`src/design/ppi_pkg.sv`:
```
`timescale 1ns / 1ps
`default_nettype none
// ----------------------------------------------------------------------------
// ppi_pkg
// Shared types, constants and the arctangent table of the pose integrator.
// ----------------------------------------------------------------------------
package ppi_pkg;

	localparam int CORDIC_STEPS_DEF = 16;
	localparam int ATAN_ENTRIES = 24;
	localparam int ATAN_IDX_W = 5;
	localparam int CV_W = 34;
	localparam logic signed [CV_W-1:0] CORDIC_X0 = 34'sd652032874;
	localparam logic [30:0] INV_TWO_PI_Q32 = 31'd683565276;

	typedef enum logic [2:0] {
		ST_IDLE,
		ST_ROT_OLD,
		ST_MUL1,
		ST_MUL2,
		ST_UPD,
		ST_ROT_NEW,
		ST_DONE
	} state_t;

	typedef struct packed {
		logic accept;
		logic step;
		logic mul1;
		logic mul2;
		logic upd;
		logic load_out;
	} cmd_t;

	typedef struct packed {
		logic rot_last;
	} stat_t;

	function automatic logic [31:0] atan_lookup(input logic [ATAN_IDX_W-1:0] idx);
		logic [31:0] r;
		case (idx)
			5'd0: r = 32'd536870912;
			5'd1: r = 32'd316933406;
			5'd2: r = 32'd167458907;
			5'd3: r = 32'd85004756;
			5'd4: r = 32'd42667331;
			5'd5: r = 32'd21354465;
			5'd6: r = 32'd10679838;
			5'd7: r = 32'd5340245;
			5'd8: r = 32'd2670163;
			5'd9: r = 32'd1335087;
			5'd10: r = 32'd667544;
			5'd11: r = 32'd333772;
			5'd12: r = 32'd166886;
			5'd13: r = 32'd83443;
			5'd14: r = 32'd41722;
			5'd15: r = 32'd20861;
			5'd16: r = 32'd10430;
			5'd17: r = 32'd5215;
			5'd18: r = 32'd2608;
			5'd19: r = 32'd1304;
			5'd20: r = 32'd652;
			5'd21: r = 32'd326;
			5'd22: r = 32'd163;
			5'd23: r = 32'd81;
			default: r = 32'd0;
		endcase
		return r;
	endfunction

endpackage
`default_nettype wire

```
`src/design/ppi_ctrl.sv`:
```
`timescale 1ns / 1ps
`default_nettype none
// ----------------------------------------------------------------------------
// ppi_ctrl
// Sequencer for one update and the output word handshake.
// ----------------------------------------------------------------------------
module ppi_ctrl import ppi_pkg::*; (
	input  wire logic  clk,
	input  wire logic  arst_n,
	input  wire logic  in_valid,
	output logic       in_ready,
	output logic       out_valid,
	input  wire logic  out_ready,
	input  wire stat_t stat,
	output cmd_t       cmd
);

	state_t state_q, state_n;
	logic out_valid_q;
	logic out_free;

	assign out_free = !out_valid_q || out_ready;
	assign out_valid = out_valid_q;

	always_comb begin
		state_n = state_q;
		case (state_q)
			ST_IDLE: if (in_valid) state_n = ST_ROT_OLD;
			ST_ROT_OLD: if (stat.rot_last) state_n = ST_MUL1;
			ST_MUL1: state_n = ST_MUL2;
			ST_MUL2: state_n = ST_UPD;
			ST_UPD: state_n = ST_ROT_NEW;
			ST_ROT_NEW: if (stat.rot_last) state_n = ST_DONE;
			ST_DONE: if (out_free) state_n = ST_IDLE;
			default: state_n = ST_IDLE;
		endcase
	end

	always_comb begin
		cmd = '0;
		in_ready = 1'b0;
		case (state_q)
			ST_IDLE: begin
				in_ready = 1'b1;
				cmd.accept = in_valid;
			end
			ST_ROT_OLD: cmd.step = 1'b1;
			ST_MUL1: cmd.mul1 = 1'b1;
			ST_MUL2: cmd.mul2 = 1'b1;
			ST_UPD: cmd.upd = 1'b1;
			ST_ROT_NEW: cmd.step = 1'b1;
			ST_DONE: cmd.load_out = out_free;
			default: cmd = '0;
		endcase
	end

	always_ff @(posedge clk or negedge arst_n) begin
		if (!arst_n) begin
			state_q <= ST_IDLE;
			out_valid_q <= 1'b0;
		end else begin
			state_q <= state_n;
			if (cmd.load_out) out_valid_q <= 1'b1;
			else if (out_ready) out_valid_q <= 1'b0;
		end
	end

`ifndef SYNTHESIS
	a_accept_starts: assert property (@(posedge clk) disable iff (!arst_n)
		in_valid && in_ready |=> state_q == ST_ROT_OLD)
		else $error("accepted word did not start rotation");
	a_load_sets_valid: assert property (@(posedge clk) disable iff (!arst_n)
		cmd.load_out |=> out_valid)
		else $error("result word not presented");
	a_rise_from_done: assert property (@(posedge clk) disable iff (!arst_n)
		$rose(out_valid) |-> $past(state_q == ST_DONE))
		else $error("output valid rose outside done state");
`endif

endmodule
`default_nettype wire

```
`config.mk`:
```
export PLATFORM = sky130hd
export DESIGN_NAME = ppi_ctrl
export DESIGN_NICKNAME = d
export VERILOG_FILES = /design/src/design/ppi_pkg.sv /design/src/design/ppi_ctrl.sv
export SDC_FILE = /design/constraint.sdc
export NUM_CORES = 1
export LEC_CHECK = 0
export BUFFER_PORTS_ARGS = -buffer_cell sky130_fd_sc_hd__buf_2
export CORE_AREA = 4 4 41 43
export DETAILED_ROUTE_END_ITERATION = 10
export DIE_AREA = 0 0 45 47
export GPL_ROUTABILITY_DRIVEN = 0
export SYNTH_ARGS = -nofsm -noshare
export SYNTH_HDL_FRONTEND = slang
export SYNTH_SLANG_ARGS = --single-unit
```
`constraint.sdc`:
```
create_clock -name clk -period 1.55 [get_ports clk]
set_input_delay 0.155 -clock clk [delete_from_list [all_inputs] [get_ports clk]]
set_output_delay 0.155 -clock clk [all_outputs]
set_load 0.05 [all_outputs]
```
## After elaboration in Yosys (flattened, before gate mapping)

Cells that the tools add are included.

- Mux-type cells: 14
- Reduce and logical (&&, ||, !) cells: 6
- Equality and inequality tests: 10

Operators with widths:

| operator | count |
|---|---|
| $pmux W3 S7 | 1 |
| $mux W3 | 4 |
| $eq A3 B3 Y1 const B | 3 |
| $mux W1 | 9 |
| $ne A2 B2 Y1 const B | 4 |
| $eq A3 B2 Y1 const B | 2 |
| $reduce_and A4 Y1 | 1 |
| $eq A3 B1 Y1 const B | 1 |
| $logic_not A3 Y1 | 1 |
| $reduce_bool A2 Y1 | 1 |
| $reduce_or A2 Y1 | 1 |
| $logic_not A1 Y1 | 1 |
| $logic_or A1 B1 Y1 | 1 |

- Register bits after elaboration: 4
- Word-level logic and storage cells: 32

## Logic depth before layout (Yosys ltp)

Gate-level depths: netlist of run 1.

- Word-level depth: 4
- Mapped depth: 3
- Depth with buffers taken out: 3

## Worst setup path before layout of run 1

No wires, ideal clock.

- Path type: flip-flop to output port
- From: reg state_q[0]
- To: out cmd[5] (netlist name)
- Arrival time: 1.704 ns
- Cell stages (with the launch flop): 3
- Setup slack: -0.309 ns
- Cell sequence: dfrtp_1 nor3_2 and2_1

RTL lines:

| item | RTL line | text |
|---|---|---|
| start, declared | ppi_ctrl.sv:18 | `state_t state_q, state_n;` |
| start signal, assigned | ppi_ctrl.sv:62 | `state_q <= state_n;` |
| end, declared | ppi_ctrl.sv:15 | `output cmd_t cmd` |

==> results.json, run 1 <==
{
  "status": "complete, no violations",
  "start_util": 0.172,
  "final_nets": 46,
  "ys_types": 18,
  "placementRows": 13,
  "synthTopCellsByArea": "dfrtp_1 45%, nand2_1 6.7%, nor3_2 4.5%",
  "worstPathArrival_ns": 1.29,
  "pre_cts_slack_ns": 0.206,
  "skew_ns": 0.00224,
  "fmax_ghz": 0.692,
  "cp-end-kind": "output pin",
  "holdCritStartpoint": "stat",
  "vias": 234,
  "syn_area_um2": 224,
  "max_slew.worst_pin.slew_ns": 0.306,
  "path_cells": "nor3_4 -> and2_1 -> clkbuf_4",
  "die_w_um": 45,
  "fillers": 163,
  "drcViolationCount": 0,
  "period_needed_ns": 1.44,
  "die_y_um": 47,
  "syn_nets": 29,
  "crit_cells": 3,
  "postRouteAntennaNets": 0,
  "rsz0062_at_grt": "false",
  "wirelength_um": 563,
  "synth_edf_count": 0,
  "hold_slack_ns": 0.169,
  "area_delta_synth_final_pct": 59.2,
  "path_delay_family": "flip-flops",
  "grt_usage": 0.0690,
  "cp-endpoint": "cmd[5]",
  "synth_top_area_frac": 0.447,
  "async_flop_share": 1.00,
  "crit_type": "reg -> out",
  "first_pass_iters": 2,
  "dpl_cell_area_um2": 309,
  "synth_top_flop_cell": "dfrtp_1",
  "synth-seq-area-share": 0.447,
  "h-tree-depth": 1,
  "final-max-slew-violation-count": 0,
  "cp_data_required_time_ns": 1.39,
  "antenna_found_initial": 0,
  "fin_crit_sh": 0.932,
  "cts_tree": "yes",
  "r2r_cells": 2,
  "slowest_delay_ns": 0.47,
  "final.setup.worst_slack_ns": 0.106,
  "clk_path_buf_depth": 2,
  "core_um2": 1300,
  "grt_pass1_wl_um": 966,
  "r2r_slack_ns": 0.56,
  "ys_warn_count": 0,
  "grt_pass1_vias": 223,
  "r2r_end": "state_q[1]",
  "io_pins": 13,
  "drt-initial-drc-count": 2,
  "yosysTopAreaCell": "dfrtp_1",
  "io_buffers": 12,
  "critPathBufInv": 1,
  "viasPerCell": 4.33,
  "path_max_fanout": 7,
  "grt_max_degree": 10,
  "diodes": 0,
  "die-area_um2": 2120,
  "r2r-start": "state_q[0]",
  "crit_start": "state_q[0]",
  "hold_viol": 0,
  "stdcell_area_um2": 357,
  "overflow": 0,
  "cts_buffers": 3,
  "cts.clk_slew.worst_paths_ns": 0.04,
  "syn_inst": 24,
  "setup_viol": 0,
  "slowest_stage": "dfrtp_2",
  "ys_ff_latch": 4,
  "wl_per_cell_um": 10.4,
  "startpoint_type": "register",
  "layout-drive-gt1-share": 0.513,
  "dp_hpwl_um": 426,
  "hp-class": "in -> reg",
  "root_buffer": "clkbuf_4",
  "worstSkewPairLatency_ns": 0.24,
  "synth_common_cells": "4 x dfrtp_1, 4 x nand2_1",
  "max-slew-margin-rel": 0.796,
  "max-cap-violations": 0,
  "fin_util": 0.274,
  "avgSynthCellArea_um2": 9.33,
  "cts_num_sinks": 4
}
==> kinds of logic after synthesis <==
kind of cell | count (synthesis) | share of synthesized area
flip-flops | 4 | 0.447
buffers and inverters | 2 | 0.0391
AND/OR/NAND/NOR | 13 | 0.346
AO/OA/AOI/OAI | 5 | 0.168
==> registers in the layout (all words and copies together) (netlist names) <==
register	flops
state_q	3
out_valid	1
==> repair_timing <==
| item | CTS | global route |
|---|---|---|
| setup endpoints to repair | 2 | 3 |
| hold endpoints to repair | 4 | 0 |
| hold buffers | 1 | 0 |
| gates resized for setup | 1 | 5 |
| buffers inserted | 0 | 0 |
==> layout make-up <==
class,count,area (µm²),area share
Clock buffer,3,22.5,0.0632
Sequential cell,4,103,0.288
Timing Repair Buffer,13,77.6,0.218
Inverter,1,3.75,0.0105
Multi-Input combinational cell,18,131,0.368
Tap cell,15,18.8,0.0526
==> per-stage QoR <==
step / setup TNS (ns) / cells
6_report: 0 / 54
5_1_grt: 0 / 54
4_1_cts: 0 / 54
3_5_place_dp: 0 / 50
3_3_place_gp: 0 / 50
2_1_floorplan: -0.121 / 24
==> per-layer routing <==
metal  GRT usage  routed length (µm)  vias to the layer above
met3      0.0498                  68                        2
met2      0.0876                 222                       15
met1      0.0782                 259                      102
met4      0.0526                  12                        0
li1            -                   -                      115
met5           0                   0                        -
==> worst min path at each step <==
stage,endpoint,slack (ns),depth (start not counted)
6_report,state_q[1],0.17,2
4_1_cts,state_q[0],0.17,3
2_1_floorplan,out_valid,-0.14,0
5_1_grt,state_q[1],0.17,2
3_5_place_dp,state_q[2],-0.04,1
3_3_place_gp,state_q[2],-0.04,1
==> cell usage in the layout (no fill, tap or decap), drive strengths merged <==
| master | Yosys | final |
|---|---|---|
| and3 | 1 | 1 |
| inv | 1 | 1 |
| nor2b | 2 | 2 |
| nor3 | 1 | 1 |
| buf | 0 | 9 |
| nand2b | 1 | 1 |
| clkbuf | 1 | 6 |
| dlygate4sd3 | 0 | 1 |
| and2 | 1 | 1 |
| o21ai | 1 | 1 |
| a22o | 1 | 1 |
| o21a | 1 | 1 |
| a21o | 1 | 1 |
| nor2 | 1 | 1 |
| and2b | 1 | 1 |
| nand2 | 4 | 4 |
| a221oi | 1 | 1 |
| dfrtp | 4 | 4 |
| nor3b | 1 | 1 |
Power of run 1 is not shown: default switching activity piles up to over one toggle a cycle in this logic, so the estimate is an artifact.
==> inputs of run 2 (changes only) <==
- BUFFER_PORTS_ARGS: -buffer_cell sky130_fd_sc_hd__buf_2 -> -buffer_cell sky130_fd_sc_hd__clkbuf_2
- CELL_PAD_IN_SITES_DETAIL_PLACEMENT: unset -> 1
- CELL_PAD_IN_SITES_GLOBAL_PLACEMENT: unset -> 2
- PLACE_DENSITY: unset -> 0.64
==> run 2 against run 1 <==
Effect of this change:
- register-to-register slack about the same
- sequential share of layout area grew 0.41 points
- core utilization shrank 0.38 points
- final cell count did not move
- via count decreased by 3.8%
- clock skew about the same
- critical endpoint is now cmd[0]
- largest cell class unchanged
==> results.json, run 2 (same netlist as run 1, synthesis figures left out) <==
{
  "fillers": 173,
  "p_clk_frac": 0.142,
  "max-vdd-ir-drop_mv": 0.872,
  "placementRows": 13,
  "max_slew.worst_pin.slew_ns": 0.306,
  "stdcell_area_um2": 352,
  "drt-initial-drc-count": 0,
  "root_buffer": "clkbuf_4",
  "overflow": 0,
  "final-seq-area_um2": 103,
  "leakage_nw": 0.184,
  "p_sw_frac": 0.554,
  "p_sw_mw": 0.496,
  "postRouteAntennaNets": 0,
  "final_common_cell": "clkbuf_2",
  "top_register": "state_q",
  "diodes": 0,
  "final_nets": 46,
  "cts.clk_slew.worst_paths_ns": 0.04,
  "setup_viol": 0,
  "cp_data_required_time_ns": 1.39,
  "max-cap-violations": 0,
  "crit_type": "reg -> out",
  "cts_tree": "yes",
  "hold_viol": 0,
  "die_w_um": 45,
  "io_buffers": 12,
  "cts_num_sinks": 4,
  "skew_ns": 0.00250,
  "max-slew-margin-rel": 0.796,
  "start_util": 0.172,
  "fin_tns_setup_ns": 0,
  "clk_path_buf_depth": 2,
  "finalPower_mw": 0.895,
  "path_max_fanout": 8,
  "first_pass_iters": 1,
  "die-area_um2": 2120,
  "wirelength_um": 663,
  "r2r_slack_ns": 0.57,
  "r2r_end": "state_q[1]",
  "io_pins": 13,
  "holdCritStartpoint": "in_valid",
  "cp-end-kind": "output pin",
  "intPower_mw": 0.399,
  "die_y_um": 47,
  "hp-class": "in -> reg",
  "grt_pass1_vias": 274,
  "largest_reg_flops": 3,
  "dpl_cell_area_um2": 309,
  "viasPerCell": 4.17,
  "r2r_cells": 2,
  "layout-drive-gt1-share": 0.513,
  "powerDensity_nw_per_um2": 2540,
  "drcViolationCount": 0,
  "dp.cells": 50,
  "area_delta_synth_final_pct": 57.0,
  "r2r-start": "state_q[0]",
  "min_to": "state_q[0]",
  "period_needed_ns": 1.46,
  "fmax_ghz": 0.685,
  "multi_input_area_um2": 126,
  "core_um2": 1300,
  "whs_path_depth": 3,
  "seqPwrFrac": 0.282,
  "grt_usage": 0.0777,
  "startpoint_type": "register",
  "dp_hpwl_um": 526,
  "postCtsSetupBuffers": 0,
  "cts_buffers": 3,
  "fin_crit_sh": 0.942,
  "grt_pass1_wl_um": 1150,
  "antenna_found_initial": 0,
  "status": "complete, no violations",
  "combPwrFrac": 0.576,
  "fin_cells": 54,
  "h-tree-depth": 1,
  "vias": 225,
  "grt_max_degree": 10,
  "final_cell_mix": "9 x clkbuf_2, 6 x clkbuf_4, 4 x nand2_1",
  "worstPathArrival_ns": 1.31,
  "final-max-slew-violation-count": 0,
  "wl_per_cell_um": 12.3,
  "worstSkewPairLatency_ns": 0.23
}
==> run 2: power groups by stage <==
stage               logic (mW)  clock network [mW]  registers, mW
finish                   0.515               0.127          0.253
global route             0.553               0.144          0.266
CTS                      0.518               0.133          0.252
detailed placement       0.510                   0          0.252
global placement         0.505                   0          0.242
floorplan                0.415                   0          0.232
==> run 2: final cells by class <==
| cell class | count | share of cell area |
|---|---|---|
| flip-flops and latches | 4 | 0.292 |
| clock buffers | 3 | 0.0641 |
| repair buffers | 13 | 0.221 |
| well taps | 15 | 0.0534 |
| multi-input cells | 18 | 0.359 |
| inverters | 1 | 0.0107 |
==> run 2: worst max-delay path by stage <==
| stage | endpoint | cells after the start | slack (ns) | from |
|---|---|---|---|---|
| after detailed placement | cmd[0] | 3 | 0.20 | state_q[1] |
| after global placement | cmd[0] | 3 | 0.23 | state_q[1] |
| final | cmd[0] | 3 | 0.09 | state_q[1] |
| after floorplan | cmd[5] | 2 | -0.1 | state_q[0] |
| after CTS | cmd[0] | 3 | 0.03 | state_q[0] |
| after global routing | cmd[0] | 3 | -0.003 | state_q[1] |
==> run 2: stage by stage <==
step / hold WS [ns] / util / setup slack [ns]
2_1_floorplan: -0.141 / - / -0.0973
3_3_place_gp: -0.0317 / 0.238 / 0.235
3_5_place_dp: -0.0307 / 0.238 / 0.195
4_1_cts: 0.160 / 0.265 / 0.0322
5_1_grt: 0.169 / 0.270 / -0.00276
6_report: 0.161 / 0.270 / 0.0897
==> run 2: worst max-delay path, cell delays in order (launching register included) <==
cell and delay [ns]:
dfrtp_2 0.45, nor2b_2 0.23, and3_1 0.17, clkbuf_4 0.22
==> run 2: what timing repair did <==
action	in CTS	in global routing
hold buffers	1	0
gates resized for setup	2	5
hold endpoints to repair	4	0
setup endpoints to repair	3	4
gates cloned	0	0
==> run 2: layer usage <==
layer,share of wire,up-vias,track usage
li1,-,111,-
met1,0.38,107,0.0782
met2,0.57,7,0.136
met5,0,-,0
met3,0.047,0,0.0153
met4,0,0,0.0702
(Power assumes the default switching activity.)
==> inputs of run 3 (changes only) <==
- PLACE_DENSITY: 0.64 -> 0.72
==> run 3 against run 2 <==
Effect of this change:
- sequential share of layout area about the same
- setup slack got worse by 0.026 ns
- wire length decreased by 13%
- highest routed layer unchanged
==> results.json, run 3 (same netlist as run 1, synthesis figures left out) <==
{
  "die_w_um": 45,
  "worstSkewPairLatency_ns": 0.23,
  "worstPathArrival_ns": 1.33,
  "max-slew-margin-rel": 0.790,
  "overflow": 0,
  "cts.clk_slew.worst_paths_ns": 0.03,
  "dp_hpwl_um": 437,
  "fmax_ghz": 0.673,
  "cts_tree": "yes",
  "slowest_delay_ns": 0.48,
  "antenna_found_initial": 0,
  "core_um2": 1300,
  "cp_data_required_time_ns": 1.39,
  "first_pass_iters": 2,
  "setup_viol": 0,
  "crit_type": "reg -> out",
  "fillers": 170,
  "h-tree-depth": 1,
  "final_nets": 46,
  "stdcell_area_um2": 348,
  "max_slew.worst_pin.slew_ns": 0.314,
  "root_buffer": "clkbuf_4",
  "slowest_stage": "dfrtp_1",
  "startpoint_type": "register",
  "period_needed_ns": 1.49,
  "viasPerCell": 4.22,
  "grt_usage": 0.0619,
  "placementRows": 13,
  "top_register": "state_q",
  "multi_input_area_um2": 126,
  "io_buffers": 12,
  "io_pins": 13,
  "final-seq-area_um2": 101,
  "final_cell_mix": "10 x clkbuf_2, 5 x clkbuf_4, 4 x nand2_1",
  "critPathBufInv": 1,
  "postRouteAntennaNets": 0,
  "cts_buffers": 3,
  "hold_viol": 0,
  "final_common_cell": "clkbuf_2",
  "vias": 228,
  "drt-initial-drc-count": 1,
  "hp-class": "in -> reg",
  "start_util": 0.172,
  "grt_pass1_vias": 233,
  "skew_ns": 0.00466,
  "drcViolationCount": 0,
  "wirelength_um": 579,
  "fin_crit_sh": 0.959,
  "grt_pass1_wl_um": 917,
  "wl_per_cell_um": 10.7,
  "clk_path_buf_depth": 2,
  "largest_reg_flops": 3,
  "dpl_cell_area_um2": 309,
  "fin_tns_setup_ns": 0,
  "layout-drive-gt1-share": 0.487,
  "path_cells": "nor2b_2 -> and3_1 -> clkbuf_4",
  "die_y_um": 47,
  "area_delta_synth_final_pct": 55.3,
  "cp-end-kind": "output pin",
  "diodes": 0,
  "postCtsSetupBuffers": 0,
  "status": "complete, no violations",
  "path_max_fanout": 7,
  "grt_max_degree": 10,
  "path_delay_family": "flip-flops",
  "cts_num_sinks": 4,
  "final-max-slew-violation-count": 0,
  "die-area_um2": 2120,
  "max-cap-violations": 0
}
[run 3: cell counts in the layout (fill, tap and decap cells not counted)]
No cell type changed its count.
[run 3: path summary, 6_finish.rpt]
path	start	endpoint	depth (start not counted)	slack, ns
min in group asynchronous	arst_n	state_q[2]	2	0.27
hold / removal	in_valid	state_q[0]	3	0.16
setup reg to reg	state_q[0]	state_q[1]	2	0.53
max in group asynchronous	arst_n	state_q[1]	2	1.14
hold reg to reg	out_valid	out_valid	2	0.56
setup / recovery	state_q[0]	cmd[0]	3	0.06
[run 3: area by class of cell]
class                   count  area share
multi-input cells          18       0.363
flip-flops and latches      4       0.291
repair buffers             13       0.216
clock buffers               3      0.0647
well taps                  15      0.0540
inverters                   1      0.0108
[run 3: worst reg2reg max path, cell delays in order, from the launching register on]
cell and delay (ns):
dfrtp_1 0.48, nor2b_1 0.20, a22o_1 0.23
[run 3: stage by stage]
step	std cells	hold WS [ns]	utilization	setup slack, ns
after floorplan	24	-0.141	-	-0.0973
after global placement	50	-0.0329	0.238	0.192
after detailed placement	50	-0.0323	0.238	0.189
after CTS	54	0.157	0.263	0.0196
after global routing	54	0.170	0.267	-0.0204
final	54	0.161	0.267	0.0633
[run 3: routing by layer]
metal / vias to the layer above / GRT usage / part of all wire
li1: 113 / - / -
met1: 110 / 0.0668 / 0.39
met2: 5 / 0.0960 / 0.57
met3: 0 / 0.0345 / 0.036
met4: 0 / 0.0351 / 0
met5: - / 0 / 0
[run 3: timing repair]
| action | 4_1_cts | 5_1_grt |
|---|---|---|
| endpoints found under the hold margin | 4 | 0 |
| hold buffers | 1 | 0 |
| setup endpoints to repair | 2 | 2 |
| resized for setup | 1 | 4 |
Power of run 3 is left out for the same reason.
